<file path="src/design/cubic_bezier_flattener_top_assert.svh">
// assertion macros shared by the cubic bezier flattener modules
`ifndef CUBIC_BEZIER_FLATTENER_TOP_ASSERT_SVH
`define CUBIC_BEZIER_FLATTENER_TOP_ASSERT_SVH

// property that holds in every cycle out of reset
`define CBF_ASSERT(lbl, prop, msg) \
  lbl: assert property (@(posedge clk) disable iff (!rst_n) prop) else $error(msg);

// antecedent in one cycle implies consequent in the next
`define CBF_ASSERT_NEXT(lbl, ante, cons, msg) \
  lbl: assert property (@(posedge clk) disable iff (!rst_n) (ante) |=> (cons)) else $error(msg);

`endif

</file>
<file path="src/design/cbf_pkg.sv">
// shared types and constants of the cubic bezier flattener
package cbf_pkg;

  // sample index width and register defaults
  localparam int IDX_BITS = 6;
  localparam logic [IDX_BITS-1:0] SUBDIV_RESET = 6'd15;

  // default coordinate and fraction widths
  localparam int COORD_BITS_DEF = 24;
  localparam int FRAC_BITS_DEF  = 24;

  // segment queue between front and back
  localparam int QUEUE_DEPTH = 2;
  localparam int QPTR_BITS   = 1;
  localparam int QCNT_BITS   = 2;

  // queue status seen by the sequencer and the top level
  typedef struct packed {
    logic empty;
    logic full;
  } q_stat_t;

  // sample control travelling down the evaluation pipeline
  typedef struct packed {
    logic                vld;
    logic                last;
    logic [IDX_BITS-1:0] idx;
  } smp_ctl_t;

endpackage

</file>
<file path="src/design/cbf_front.sv">
// front end: takes segment words and holds them in a short queue
`include "cubic_bezier_flattener_top_assert.svh"

module cbf_front import cbf_pkg::*; #(
  parameter int COORD_BITS = COORD_BITS_DEF
) (
  input  logic                       clk,
  input  logic                       rst_n,
  input  logic                       push,
  input  logic [7:0][COORD_BITS-1:0] pts_in,
  input  logic                       pop,
  output logic [7:0][COORD_BITS-1:0] pts_out,
  output q_stat_t                    stat
);

  logic [7:0][COORD_BITS-1:0] mem [QUEUE_DEPTH];
  logic [QPTR_BITS-1:0]       wptr_r, wptr_nxt;
  logic [QPTR_BITS-1:0]       rptr_r, rptr_nxt;
  logic [QCNT_BITS-1:0]       count_r, count_nxt;

  // pointer and fill count update
  always_comb begin
    wptr_nxt  = push ? wptr_r + 1'b1 : wptr_r;
    rptr_nxt  = pop ? rptr_r + 1'b1 : rptr_r;
    count_nxt = count_r;
    if (push && !pop) begin
      count_nxt = count_r + 1'b1;
    end else if (pop && !push) begin
      count_nxt = count_r - 1'b1;
    end
  end

  always_ff @(posedge clk) begin
    if (!rst_n) begin
      wptr_r  <= '0;
      rptr_r  <= '0;
      count_r <= '0;
    end else begin
      wptr_r  <= wptr_nxt;
      rptr_r  <= rptr_nxt;
      count_r <= count_nxt;
    end
  end

  // queue storage
  always_ff @(posedge clk) begin
    if (push) begin
      mem[wptr_r] <= pts_in;
    end
  end

  assign pts_out    = mem[rptr_r];
  assign stat.empty = (count_r == '0);
  assign stat.full  = (count_r == QCNT_BITS'(QUEUE_DEPTH));

  `CBF_ASSERT(a_cnt_bound, count_r <= QCNT_BITS'(QUEUE_DEPTH), "queue count beyond depth")
  `CBF_ASSERT(a_pop_nonempty, pop |-> (count_r != '0), "pop from empty queue")
  `CBF_ASSERT_NEXT(a_cnt_up, push && !pop, count_r == $past(count_r) + 1'b1, "push lost")

endmodule

</file>
<file path="config.mk">
export PLATFORM = sky130hd
export DESIGN_NAME = cbf_front
export DESIGN_NICKNAME = d
export VERILOG_FILES = /design/src/design/cbf_pkg.sv /design/src/design/cbf_front.sv
export VERILOG_INCLUDE_DIRS = /design/src /design/src/design
export SDC_FILE = /design/constraint.sdc
export NUM_CORES = 1
export LEC_CHECK = 0
export BUFFER_PORTS_ARGS = -buffer_cell sky130_fd_sc_hd__clkbuf_2
export CAP_MARGIN = 30
export CELL_PAD_IN_SITES_DETAIL_PLACEMENT = 1
export CELL_PAD_IN_SITES_GLOBAL_PLACEMENT = 1
export CORE_UTILIZATION = 47
export CTS_CLUSTER_SIZE = 20
export DETAILED_ROUTE_END_ITERATION = 10
export GPL_TIMING_DRIVEN = 1
export PLACE_DENSITY_LB_ADDON = 0.1
export SLEW_MARGIN = 20
export SYNTH_ARGS = -nofsm -noshare
export SYNTH_HDL_FRONTEND = slang
export SYNTH_SLANG_ARGS = --single-unit
export TNS_END_PERCENT = 30
</file>
<file path="constraint.sdc">
create_clock -name clk -period 22.6 [get_ports clk]
set_input_delay 1.13 -clock clk [delete_from_list [all_inputs] [get_ports clk]]
set_output_delay 1.13 -clock clk [all_outputs]
set_load 0.02 [all_outputs]
</file>
# Yosys cells after proc, flatten, opt, wreduce, memory -nomap -nowiden
# Memories as Yosys holds them, arrays and structs flattened. A register that Yosys moved wholly into a read port is not among the register bits.
# Index checks and enable logic that the tools add are counted.
# classes
add_sub_neg	4
multipliers	0
div_mod_pow	0
n_lt_le_gt_ge	0
n_eq_ne	1
n_shift	0
n_mux	6
bitwise	0
n_reduce_logical	6
# ops
op	n
1-bit 2-to-1 mux	4
2-bit 2-to-1 mux	2
1-bit adder, second input constant	2
2-bit by 1-bit adder with 2-bit output, second input constant	1
2-bit == test, second input constant	1
1-bit logical AND	2
1-bit zero test	2
2-bit zero test	1
2-bit nonzero test	1
2-bit by 1-bit subtractor with 2-bit output, second input constant	1
# totals
regBits	4
latchBits	0
ram_bits	384
romBits	0
memories	1
# mem_list
name	depth	width	rd	rd_clocked_by_memory_dff	write_ports	line_no	source
mem	2	192	1	1	1	cbf_front.sv:16	logic [7:0][COORD_BITS-1:0] mem [QUEUE_DEPTH];

# Depth between registers and ports, before layout
# depth
word_depth	4
mapped_depth	5

# Worst setup path after synthesis
# No wires, ideal clock.
# synth_timing
path_kind	input to register
startpoint	in push
endpoint	reg wptr_r
arrival_time_ns	10.123
setup_slack_ns	12.380
stages	2
cell_sequence	nor2b_1 o21a_1
# synth_lines
element	line_no	source
from (decl)	cbf_front.sv:9	input logic push,
to (signal assigned)	cbf_front.sv:39	wptr_r <= wptr_nxt;
to (decl)	cbf_front.sv:17	logic [QPTR_BITS-1:0] wptr_r, wptr_nxt;

==> summary by stage <==
Timing
Setup violations remaining at the end of the flow were counted as 0. The number of failing hold endpoints at the final stage is 0. After layout, the worst path uses 19.6% of the clock period. Setup repair after global routing left no endpoint under its margin.

The headroom to the max-slew limit is 41.7%. The final number of max-transition violations is 0. The sum of negative setup slack is 0 ns. Across the routed clock network, the largest skew measured is 0.0258 ns. The final critical path time including I/O delays and setup is 4.42 ns. The maximum clock frequency is 226 MHz. Setup slack closes at 18.18 ns.

Hold timing on the final database bottoms out at a slack of 0.524 ns. For the pin with the worst max-slew slack, the measured transition is 0.874 ns.

Die
The die covers 30800 um^2. The boundary pin count is 390. From bottom edge to top edge, the die measures 175 um. The horizontal extent of the die is 175 um. For this configuration, the core starts out at a cell density of 47.7%. The placement row count is 63. The area inside the core boundary is 29600 um^2.

Yosys
The distinct cell type count of the synthesized netlist is 17. Summing every instance area after synthesis gives 14100 um^2. By area, the combinational part of the netlist is dominated by multiplexers. The adder and majority cell fraction of the synthesized area is 0.0885%. Of the total synthesized cell area, the portion taken by AND, OR, NAND and NOR gates is 0.389%.

The sequential share of the synthesized area is 82.3%. Dividing the synthesized area by the synthesized cell count gives 22.8 um^2. The synthesized netlist net count is 816. The synthesized-area fraction occupied by ao, oa, aoi and oai cells is 0.142%. The synthesized netlist devotes 0.186% of its cell area to XOR and XNOR gates.

The Yosys step of the flow raised 0 warnings. Counting flops and latches in the post-synthesis netlist gives 389. The mux share of post-synthesis cell area is 15.3%.

The post-synthesis instance total is 619.

Clock network
Once the clock tree was built, the setup fixing pass inserted 0 buffers. The root buffer cell chosen for the clock tree is sky130_fd_sc_hd__clkbuf_16. Counting the buffers created by CTS gives 41. The clock-pin slew on the worst setup and hold paths is 0.06 ns.

The maximum buffer depth of the clock tree is 3. The insertion delay to the later sink of the worst-skew pair is 0.53 ns. For this design, the sink count on the clock tree is 389. The CTS tree is done. Hold repair after CTS inserted 0 buffers. After clock tree synthesis, the repair step resized 0 gates.

The level count of the clock H-tree is 2.

Worst hold path
The endpoint of the worst hold path is count_r[1]. The worst hold path was traced through 2 stages. The classification of the worst-slack hold path is register to register. The startpoint of the lowest-slack hold path is count_r[1].

Finish
The net count of the finished layout is 1236. Fill cells in the final layout number 2749. The layout cell share with drive strength beyond 1 is 60.8%. Cells fill 59.7% of the core in the end. After the flow finishes, the layout carries non-filler instances totaling 1457.

The area growth from synthesis to final layout is 25.2%.

Route
In this run, the number of DRC markers left after iteration 0 of detailed routing was 462. The number of nets still failing antenna checks after routing is 0. The total number of vias is 7315.

In the routed layout, each cell is associated on average with a via count of 5.02. The total detailed-routing wirelength is 31000 um. The first detailed-routing pass took 4 iterations. The mean routed wirelength per cell is 21.3 um. After detailed routing, the number of remaining DRC violations is 0.

Placed design
Routability-driven placement finished with a final weighted congestion of 0.729. Timing analysis after detailed placement gives a worst setup slack of 18.65 ns. Once placement completed, the tool counted placed cells totaling 1386.

The sum of net half-perimeters after detailed placement is 20700 um. The count of input and output buffers is 389.

Global route
The first-pass GRT wire length is 45400 um. The number of global-route vias before repair is 7767. After global routing the overflow that remains totals 0. Entering global routing, the biggest net connects 63 pins. The total global-route track usage is 19.9%. The initial antenna violation count is 3.

Pwr
The analysis attributes to cell leakage a power of 0.00671 uW. The ratio of total power to cell area is 93.6 nW/um^2. VDD sags by at most 0.0000688 V.

Critical path
Along the worst path, the maximum fanout reaches 56. The required time at the endpoint of the critical path is 21.47 ns. The worst setup path is launched from a register. The worst register-to-register path begins at wptr_r. For the worst flop-to-flop path, the logic depth is 3. For the worst setup path, the data arrival time is 3.29 ns.

By startpoint and endpoint, the worst setup path is classified as register to output port. The register-to-register setup slack is 19.76 ns. The capture instance of the worst register-to-register path is mem[0][126]. STA classifies the critical path endpoint as an output port.

Run
Across the run, the number of max-cap violations was 0.

Run status
The flow ran to the end, and the final reports show no timing, DRC or antenna violations.
-- Yosys cell counts --
cell type                  number  area, um^2
sky130_fd_sc_hd__a21boi_1       1        7.51
sky130_fd_sc_hd__and2_1         4        25.0
sky130_fd_sc_hd__and2b_1        1        7.51
sky130_fd_sc_hd__buf_2          1        5.00
sky130_fd_sc_hd__buf_6         20         225
sky130_fd_sc_hd__dfxtp_1        5         100
sky130_fd_sc_hd__edfxtp_1     384       11500
sky130_fd_sc_hd__ha_1           1        12.5
sky130_fd_sc_hd__inv_1          1        3.75
sky130_fd_sc_hd__mux2_2       192        2160
sky130_fd_sc_hd__nor2_1         1        3.75
sky130_fd_sc_hd__nor2b_1        2        12.5
sky130_fd_sc_hd__o21a_1         1        7.51
sky130_fd_sc_hd__o21ai_0        1        5.00
sky130_fd_sc_hd__or3_1          1        6.26
sky130_fd_sc_hd__xnor2_1        1        8.76
sky130_fd_sc_hd__xor2_1         2        17.5
-- cells in the final DEF, fill, tap and decap left out --
cell                           n
sky130_fd_sc_hd__xor2_1        2
sky130_fd_sc_hd__o21ai_0       1
sky130_fd_sc_hd__nor2b_1       1
sky130_fd_sc_hd__a21boi_1      1
sky130_fd_sc_hd__dfxtp_1       4
sky130_fd_sc_hd__clkbuf_1      8
sky130_fd_sc_hd__edfxtp_1    384
sky130_fd_sc_hd__clkinvlp_4    1
sky130_fd_sc_hd__clkbuf_16    43
sky130_fd_sc_hd__nor2_1        1
sky130_fd_sc_hd__inv_6         1
sky130_fd_sc_hd__mux2_2      192
sky130_fd_sc_hd__buf_4         8
sky130_fd_sc_hd__or3_1         1
sky130_fd_sc_hd__ha_1          1
sky130_fd_sc_hd__o21a_1        1
sky130_fd_sc_hd__diode_2       2
sky130_fd_sc_hd__clkinv_1      6
sky130_fd_sc_hd__clkbuf_2    389
sky130_fd_sc_hd__clkinv_2      6
sky130_fd_sc_hd__and2_4        1
sky130_fd_sc_hd__buf_16        1
sky130_fd_sc_hd__and2_1        3
sky130_fd_sc_hd__inv_1         1
sky130_fd_sc_hd__clkbuf_8      3
sky130_fd_sc_hd__and2b_1       1
sky130_fd_sc_hd__dfxtp_4       1
sky130_fd_sc_hd__bufinv_16     1
sky130_fd_sc_hd__nor2b_4       1
sky130_fd_sc_hd__xnor2_1       1
-- final cells by class --
cell class / instances / area, um^2 / area share, %
antenna: 2 / 5.00 / 0.0283
clock buffer: 54 / 1150 / 6.48
clock inverter: 15 / 98.8 / 0.559
inverter: 1 / 3.75 / 0.0212
multi-input combinational: 208 / 2290 / 12.9
sequential: 389 / 11600 / 65.7
tap: 390 / 488 / 2.76
timing repair buffer: 398 / 2030 / 11.5
-- sequential cells by signal, summed over array words and instances (netlist names), named ones only --
signal   cells
rptr_r       1
mem        384
count_r      2
wptr_r       1
-- worst max-delay path, cell delays in order (launching register included) --
cell,delay [ns]
sky130_fd_sc_hd__dfxtp_4,0.76
sky130_fd_sc_hd__buf_4,0.64
sky130_fd_sc_hd__buf_4,0.68
sky130_fd_sc_hd__mux2_2,0.42
sky130_fd_sc_hd__clkbuf_2,0.16
-- worst max path at each step --
| stage | cells past startpoint | slack [ns] | from | endpoint |
|---|---|---|---|---|
| final | 4 | 18.18 | register | pts_out[94] |
| after global routing | 4 | 17.93 | register | pts_out[94] |
| after CTS | 4 | 18.10 | register | pts_out[85] |
| after detailed placement | 4 | 18.65 | register | pts_out[85] |
| after global placement | 4 | 18.67 | push | mem[0][130] |
| after floorplan | 2 | 12.38 | push | wptr_r |
-- per-stage QoR --
stage | total power, uW | instance area, um^2
floorplan | 987 | 14100
global placement | 1040 | 16400
detailed placement | 1050 | 16400
CTS | 1680 | 17700
global route | 1710 | 17700
finish | 1660 | 17700
-- report_power, final --
group          switching, uW  leakage [uW]  internal, uW
Combinational            112       0.00245          73.2
Clock                    258      0.000613           366
Sequential              12.8       0.00365           835
Total                    382       0.00671          1270
-- logic make-up after synthesis --
| family | count (synthesis) |
|---|---|
| flops | 389 |
| mux | 192 |
| buf+inv | 22 |
| simple gates | 9 |
| compound gates | 3 |
| xor+xnor | 3 |
| fa+ha+maj | 1 |
-- layer usage --
| layer | track usage [%] | wire (um) | up-vias |
|---|---|---|---|
| met2 | 33.9 | 15600 | 304 |
| met3 | 6.13 | 2600 | 65 |
| met5 | 0 | 11 | - |
| met1 | 23.5 | 11800 | 3620 |
| met4 | 7.68 | 1020 | 2 |
| li1 | - | - | 3324 |
No activity file was read; power rests on OpenSTA's default activity.
