**src/design/cubic_bezier_flattener_top_assert.svh**
```systemverilog
// assertion macros shared by the cubic bezier flattener modules
`ifndef CUBIC_BEZIER_FLATTENER_TOP_ASSERT_SVH
`define CUBIC_BEZIER_FLATTENER_TOP_ASSERT_SVH

// property that holds in every cycle out of reset
`define CBF_ASSERT(lbl, prop, msg) \
  lbl: assert property (@(posedge clk) disable iff (!rst_n) prop) else $error(msg);

// antecedent in one cycle implies consequent in the next
`define CBF_ASSERT_NEXT(lbl, ante, cons, msg) \
  lbl: assert property (@(posedge clk) disable iff (!rst_n) (ante) |=> (cons)) else $error(msg);

`endif

```
**src/design/cbf_pkg.sv**
```systemverilog
// shared types and constants of the cubic bezier flattener
package cbf_pkg;

  // sample index width and register defaults
  localparam int IDX_BITS = 6;
  localparam logic [IDX_BITS-1:0] SUBDIV_RESET = 6'd15;

  // default coordinate and fraction widths
  localparam int COORD_BITS_DEF = 24;
  localparam int FRAC_BITS_DEF  = 24;

  // segment queue between front and back
  localparam int QUEUE_DEPTH = 2;
  localparam int QPTR_BITS   = 1;
  localparam int QCNT_BITS   = 2;

  // queue status seen by the sequencer and the top level
  typedef struct packed {
    logic empty;
    logic full;
  } q_stat_t;

  // sample control travelling down the evaluation pipeline
  typedef struct packed {
    logic                vld;
    logic                last;
    logic [IDX_BITS-1:0] idx;
  } smp_ctl_t;

endpackage

```
**src/design/cbf_seq.sv**
```systemverilog
// back end sequencer: steps the curve parameter over one segment per queue word
`include "cubic_bezier_flattener_top_assert.svh"

module cbf_seq import cbf_pkg::*; #(
  parameter int COORD_BITS = COORD_BITS_DEF,
  parameter int FRAC_BITS  = FRAC_BITS_DEF
) (
  input  logic                       clk,
  input  logic                       rst_n,
  input  logic                       cfg_wr_en,
  input  logic [IDX_BITS-1:0]        cfg_wr_data,
  input  q_stat_t                    q_stat,
  input  logic [7:0][COORD_BITS-1:0] q_pts,
  output logic                       q_pop,
  output smp_ctl_t                   iss_ctl,
  output logic [FRAC_BITS:0]         iss_t,
  output logic [7:0][COORD_BITS-1:0] iss_pts
);

  localparam int TW    = FRAC_BITS + 1;
  localparam int NUM_N = 1 << IDX_BITS;
  localparam logic [TW-1:0] ONE_T = TW'(1) << FRAC_BITS;

  // per divisor step: quotient and remainder of 2^F over n
  logic [TW-1:0]       q_tab [NUM_N];
  logic [IDX_BITS-1:0] r_tab [NUM_N];

  assign q_tab[0] = '0;
  assign r_tab[0] = '0;
  for (genvar n = 1; n < NUM_N; n++) begin : g_tab
    localparam longint unsigned QV = (64'd1 << FRAC_BITS) / n;
    localparam longint unsigned RV = (64'd1 << FRAC_BITS) % n;
    assign q_tab[n] = TW'(QV);
    assign r_tab[n] = IDX_BITS'(RV);
  end

  // subdivision register and its step constants
  logic [IDX_BITS-1:0] n_r;
  logic [TW-1:0]       step_q_r;
  logic [IDX_BITS-1:0] step_r_r;

  always_ff @(posedge clk) begin
    if (!rst_n) begin
      n_r      <= SUBDIV_RESET;
      step_q_r <= q_tab[SUBDIV_RESET];
      step_r_r <= r_tab[SUBDIV_RESET];
    end else if (cfg_wr_en) begin
      n_r      <= cfg_wr_data;
      step_q_r <= q_tab[cfg_wr_data];
      step_r_r <= r_tab[cfg_wr_data];
    end
  end

  // segment state, latched when a segment starts
  logic [IDX_BITS-1:0]        seg_n_r, seg_n_nxt;
  logic [TW-1:0]              seg_q_r, seg_q_nxt;
  logic [IDX_BITS-1:0]        seg_rm_r, seg_rm_nxt;
  logic                       iss_vld_r, iss_vld_nxt;
  logic                       iss_last_r, iss_last_nxt;
  logic [IDX_BITS-1:0]        iss_idx_r, iss_idx_nxt;
  logic [TW-1:0]              t_r, t_nxt;
  logic [IDX_BITS-1:0]        rem_r, rem_nxt;
  logic [7:0][COORD_BITS-1:0] pts_r, pts_nxt;
  logic                       done;
  logic [IDX_BITS:0]          rem_sum;
  logic                       carry;

  // next sample: load a new segment, advance t by 1/n, or drop valid when done
  always_comb begin
    done    = !iss_vld_r || iss_last_r;
    q_pop   = done && !q_stat.empty;
    rem_sum = {1'b0, rem_r} + {1'b0, seg_rm_r};
    carry   = (rem_sum >= {1'b0, seg_n_r});

    seg_n_nxt    = seg_n_r;
    seg_q_nxt    = seg_q_r;
    seg_rm_nxt   = seg_rm_r;
    iss_vld_nxt  = iss_vld_r;
    iss_last_nxt = iss_last_r;
    iss_idx_nxt  = iss_idx_r;
    t_nxt        = t_r;
    rem_nxt      = rem_r;
    pts_nxt      = pts_r;

    if (q_pop) begin
      seg_n_nxt    = n_r;
      seg_q_nxt    = step_q_r;
      seg_rm_nxt   = step_r_r;
      iss_vld_nxt  = 1'b1;
      iss_last_nxt = (n_r == '0);
      iss_idx_nxt  = '0;
      t_nxt        = '0;
      rem_nxt      = n_r >> 1;
      pts_nxt      = q_pts;
    end else if (done) begin
      iss_vld_nxt = 1'b0;
    end else begin
      iss_idx_nxt  = iss_idx_r + 1'b1;
      iss_last_nxt = (iss_idx_nxt == seg_n_r);
      t_nxt        = t_r + seg_q_r + TW'(carry);
      rem_nxt      = carry ? IDX_BITS'(rem_sum - {1'b0, seg_n_r}) : IDX_BITS'(rem_sum);
    end
  end

  always_ff @(posedge clk) begin
    if (!rst_n) begin
      iss_vld_r <= 1'b0;
    end else begin
      iss_vld_r <= iss_vld_nxt;
    end
    seg_n_r    <= seg_n_nxt;
    seg_q_r    <= seg_q_nxt;
    seg_rm_r   <= seg_rm_nxt;
    iss_last_r <= iss_last_nxt;
    iss_idx_r  <= iss_idx_nxt;
    t_r        <= t_nxt;
    rem_r      <= rem_nxt;
    pts_r      <= pts_nxt;
  end

  assign iss_ctl.vld  = iss_vld_r;
  assign iss_ctl.last = iss_last_r;
  assign iss_ctl.idx  = iss_idx_r;
  assign iss_t        = t_r;
  assign iss_pts      = pts_r;

  `CBF_ASSERT_NEXT(a_idx_step, iss_vld_r && !iss_last_r, iss_vld_r && iss_idx_r == $past(iss_idx_r) + 1'b1, "sample index skipped")
  `CBF_ASSERT(a_last_idx, iss_vld_r && iss_last_r |-> iss_idx_r == seg_n_r, "last flag off the final step")
  `CBF_ASSERT(a_last_t, iss_vld_r && iss_last_r && seg_n_r != '0 |-> t_r == ONE_T, "t not one at the end")

endmodule

```
**config.mk**
```make
export PLATFORM = sky130hd
export DESIGN_NAME = cbf_seq
export DESIGN_NICKNAME = d
export VERILOG_FILES = /design/src/design/cbf_pkg.sv /design/src/design/cbf_seq.sv
export VERILOG_INCLUDE_DIRS = /design/src /design/src/design
export SDC_FILE = /design/constraint.sdc
export NUM_CORES = 1
export LEC_CHECK = 0
export ABC_CLOCK_PERIOD_IN_PS = 7600
export BUFFER_PORTS_ARGS = -buffer_cell sky130_fd_sc_hd__clkbuf_2
export CELL_PAD_IN_SITES_DETAIL_PLACEMENT = 2
export CELL_PAD_IN_SITES_GLOBAL_PLACEMENT = 2
export CORE_MARGIN = 4
export CORE_UTILIZATION = 29
export DETAILED_ROUTE_END_ITERATION = 10
export GPL_TIMING_DRIVEN = 0
export HOLD_SLACK_MARGIN = 0.08
export PLACE_DENSITY = 0.76
export REMOVE_ABC_BUFFERS = 1
export SYNTH_ARGS = -nofsm -noshare
export SYNTH_HDL_FRONTEND = slang
export SYNTH_SLANG_ARGS = --single-unit
export TNS_END_PERCENT = 30
```
**constraint.sdc**
```tcl
create_clock -name clk -period 7.6 [get_ports clk]
set_input_delay 1.52 -clock clk [delete_from_list [all_inputs] [get_ports clk]]
set_output_delay 1.52 -clock clk [all_outputs]
set_load 0.1 [all_outputs]
```
* After elaboration in Yosys (flattened, before gate mapping) *
Memory sizes are Yosys's and may differ from the RTL's. A register that Yosys moved wholly into a read port is not among the register bits.
Cells that the tools add are included.

storage, ports and cells
  flip-flop bits (word level) = 274
  bits in latches = 0
  memory bits (writable) = 0
  ROM bits = 1984
  output and inout bits = 226
  word-level logic and storage cells = 44
  memories = 2

memories
  name              depth  bits a word  rd ports  clocked after Yosys merged registers in  wr ports  RTL line       source
  (name not given)  64     25           1         1                                        0         cbf_seq.sv:49  step_q_r <= q_tab[cfg_wr_data];
  (name not given)  64     6            1         1                                        0         cbf_seq.sv:50  step_r_r <= r_tab[cfg_wr_data];

cells by class
  add/subtract/negate cells = 5
  multipliers = 0
  div/mod/pow operators = 0
  $lt $le $gt $ge = 1
  eq/ne operators = 2
  shifts and indexed selects = 0
  multiplexer cells = 7
  bitwise logic cells = 1
  reductions and logical operators = 8

operators with widths
  cell                                                           count
  25-bit by 1-bit adder with 25-bit output                       1
  25-bit adder                                                   1
  5-bit two-way mux                                              2
  6-bit by 6-bit adder with 7-bit output                         1
  7-bit by 6-bit >= comparator with 1-bit output                 1
  6-bit NOT with 7-bit output                                    1
  6-bit by 1-bit adder with 6-bit output, second input constant  1
  6-bit == test                                                  1
  6-bit logical NOT                                              1
  6-bit two-way mux                                              1
  6-bit subtractor                                               1
  1-bit logical NOT                                              4
  1-bit two-way mux                                              4
  2-bit inequality test, second input constant                   1
  2-bit nonzero test                                             1
  1-bit logical AND                                              1
  1-bit logical OR                                               1

* Logic depth before layout (Yosys ltp) *
  depth after elaboration = 5
  gate-level depth with buffers = 22
  mapped depth without buffers = 22

* Worst setup path after synthesis *
No wires, ideal clock.

  kind = input -> output
  start point = input port q_stat[1] (netlist name)
  end point = output port q_pop
  arrival = 6872 ps
  required time = 6080 ps
  slack = -792 ps
  stages = 3
  buffers on the path = 1
  path through = nand2b_1 -> clkbuf_1 -> inv_1

on the way
  longest elaborated chain between the ends = 2

ends and longest elaborated chain
  what               RTL line       source
  from (decl)        cbf_seq.sv:12  input q_stat_t q_stat,
  1-bit logical NOT  cbf_seq.sv:71  q_pop = done && !q_stat.empty;
  1-bit logical AND  cbf_seq.sv:71
  to (decl)          cbf_seq.sv:14  output logic q_pop,

No other way between the ends.

* Worst setup path after layout *
Same ends and word-level chain as after synthesis.

==> impl_results.md <==
- Reg2Reg Setup Slack: 2.32 ns
- Initial antenna violation count: 15
- Iter 0 DRT Violations: 754
- Post-Synthesis Cells: 1150
- Yosys reg bits: 305
- Gpl congestion: 0.971
- Pwr/cell area: 323 nW/µm²
- Unique masters post-synth: 73
- Area grow syn2layout: 28.2%
- YS warnings: 0
- Least-Margin Pin Slew: 1.20 ns
- Num CTS Buffers: 37
- CTS Buffer Depth: 3
- Mux cell area share after synthesis: 1.73%
- ANT nets after route: 0
- Worst-path clk slew: 0.06 ns
- GR Overflow Total: 0
- Non-Filler Instances: 2192
- Clk_skew: 0.0157 ns
- Worst rel slew slack: 19.7%
- Simple-Gate Fraction of Synth Area: 9.90%
- Crit path DAT: 4.44 ns
- DRT Pass-1 Iters: 6
- H-tree Lvls: 2
- Starting density of the core: 29.3%
- Max Cap Viol: 0
- Largest net degree at the start of global routing: 119
- Number of synthesized flops with an enable pin: 235
- Post-CTS setup buffers: 0
- Layout cell share with drive strength beyond 1: 32.0%
- Clock insertion delay at the later pin of the skew report: 0.52 ns
- Port buffer count: 427
- DRC: 0
- First-pass GRT wire length: 82700 µm
- Depth of the most critical reg-to-reg path: 22
- Startpoint Class: input port
- Slew Limit Fails: 0
- Synth Flop Type: edfxtp_1
- Yosys top cell area share: 51.7%
- Hold Buf Count CTS: 0
- Minimum clock period: 5.96 ns
- CTS tree: yes
- # IOs: 429
- RSZ-0062 raised after global routing: no
- Final hold slack: 0.429 ns
- Min-Delay Path Class: reg2reg
- R2R Path Start: seg_rm_r[0]
- Routed WL: 59000 µm
- Largest area contributor in the netlist: edfxtp_1
- Vias per inst: 5.15
- Xor/xnor share of the synthesized area: 2.18%
- Critical path fanouts, max: 118
- Setup ws final: 1.64 ns
- Layout Utilization: 37.6%
- Total Power: 5.65 mW
- Dpl cells: 2112
- Number of global-route vias before repair: 11900
- Width of the chip: 225 µm
- Register area share after synthesis: 61.9%
- # fillers: 5001
- Post-synth ARST share: 0%
- Cells on Worst Hold Path: 0
- Crit end category: output port
- Clk root buf: clkbuf_16
- Die H: 225 µm
- All-layer global routing usage: 21.9%
- Die footprint: 50600 µm²
- Synthesized-area fraction occupied by adder cells: 5.72%
- Final net count: 1808
- HPWL after DPL: 44500 µm
- Status: completed
- Floorplan core area: 46600 µm²
- Synth area leaders: edfxtp_1 52%, dfxtp_1 10%, ha_1 5.1%
- Hold Crit Start: step_q_r[18]
- Final hold vios: 0
- Critical path class: in2out
- Vias: 11300
- Fin crit share: 78.4%
- WP data required: 6.08 ns
- Largest family of logic cells by synthesized area: compound AO/OA/AOI/OAI gates
- Num Clock Sinks: 305
- Num rows: 79
- Mapped Area: 13700 µm²
- Reg2reg end: iss_t[24]
- Crit path from: q_stat[1]
- Syn Area/Cell: 11.9 µm²
- Synth Area in Compound Gates: 15.1%
- Hold Path End: seg_q_r[18]
- Worst VDD drop: 0.231 mV
- Worst slack, placed: 1.69 ns
- Setup violations, final: 0
- Avg WL per Cell: 26.9 µm
- LEAKAGE: 7.24 nW
- Fmax: 168 MHz
- Post_cts resized: 0
[worst max-delay path, stage by stage]
cell	delay (ns)
clkbuf_2	0.35
nand2b_1	0.55
inv_8	0.75
buf_16	0.47
clkbuf_2	0.57
[stage by stage]
stage,area (µm²),setup TNS (ns)
floorplan,13300,-107.88
global placement,16200,-532.38
CTS,17500,0
finish,17500,0
global route,17500,0
detailed placement,16300,0
[metal layers]
metal	track usage [%]	wire length (µm)
met5	0	16
met4	8.62	1980
met3	4.77	3680
met2	39.1	30700
met1	25.7	22600
[where the power goes]
| group | total, mW | internal [mW] | switching [mW] |
|---|---|---|---|
| clock | 1.70 | 1.00 | 0.699 |
| combinational | 1.89 | 0.457 | 1.43 |
| sequential | 2.06 | 1.97 | 0.0939 |
[flip-flops by register name, summed over array words and instances, names as in the netlist, 25 cells and up]
| signal | count |
|---|---|
| step_q_r | 25 |
| iss_t | 25 |
| seg_q_r | 25 |
| iss_pts | 192 |
[synth_stat cells (3+ instances only)]
cell type	n
a211oi_1	19
a21boi_0	3
a21o_1	11
a21oi_1	87
a21oi_2	6
a22o_1	3
a22oi_1	4
a311oi_1	9
a31oi_1	12
and2_1	4
and3_1	11
buf_1	9
buf_2	17
clkbuf_1	44
dfxtp_1	70
edfxtp_1	235
fa_1	4
ha_1	56
inv_1	36
mux2i_1	18
nand2_1	108
nand2b_1	19
nand3_1	43
nand4_1	7
nor2_1	59
nor2b_1	14
nor3_1	12
nor4_1	4
o2111ai_1	3
o211ai_1	10
o21a_1	7
o21ai_0	84
o21ai_1	11
o21bai_1	6
o221ai_1	5
o22ai_1	4
o311ai_0	5
o31a_1	3
o31ai_1	8
or2_2	3
or3_1	3
xnor2_1	20
xor2_1	14
[logic make-up after synthesis]
group	after synthesis
xor+xnor	34
flops	305
fa+ha+maj	60
buf+inv	112
compound gates	326
simple gates	292
mux	21
[area by class of cell]
class	count	area [µm²]	share of cell area, %
Antenna cell	13	32.5	0.186
Clock buffer	49	1040	5.96
Clock inverter	17	116	0.665
Inverter	38	150	0.858
Multi-Input combinational cell	733	4740	27.1
Sequential cell	305	8460	48.3
Tap cell	607	759	4.34
Timing Repair Buffer	430	2210	12.6
[worst max path at each step]
stage                  to  slack, ns
global route        q_pop       1.47
global placement    q_pop      -4.40
CTS                 q_pop       1.66
detailed placement  q_pop       1.69
floorplan           q_pop      -1.36
finish              q_pop       1.64
[layout by cell type, fill, tap and decap left out, types with 6 or more instances in the layout]
cell type / instances
a21oi_2: 6
dfxtp_1: 70
nor2b_1: 14
clkbuf_1: 7
o21bai_1: 6
clkbuf_16: 39
a21o_1: 11
nand2_1: 108
o31ai_1: 8
nand4_1: 7
clkinv_2: 7
nand2b_1: 18
o21a_1: 7
xnor2_1: 20
clkinv_1: 6
clkbuf_2: 424
nand3_1: 43
ha_1: 56
a311oi_1: 9
xor2_1: 14
nor2_1: 59
a211oi_1: 19
inv_1: 35
o21ai_1: 11
edfxtp_1: 235
o211ai_1: 10
and3_1: 11
o21ai_0: 84
a31oi_1: 12
a21oi_1: 87
mux2i_1: 18
diode_2: 13
nor3_1: 12
Power figures use the tool's default switching activity.
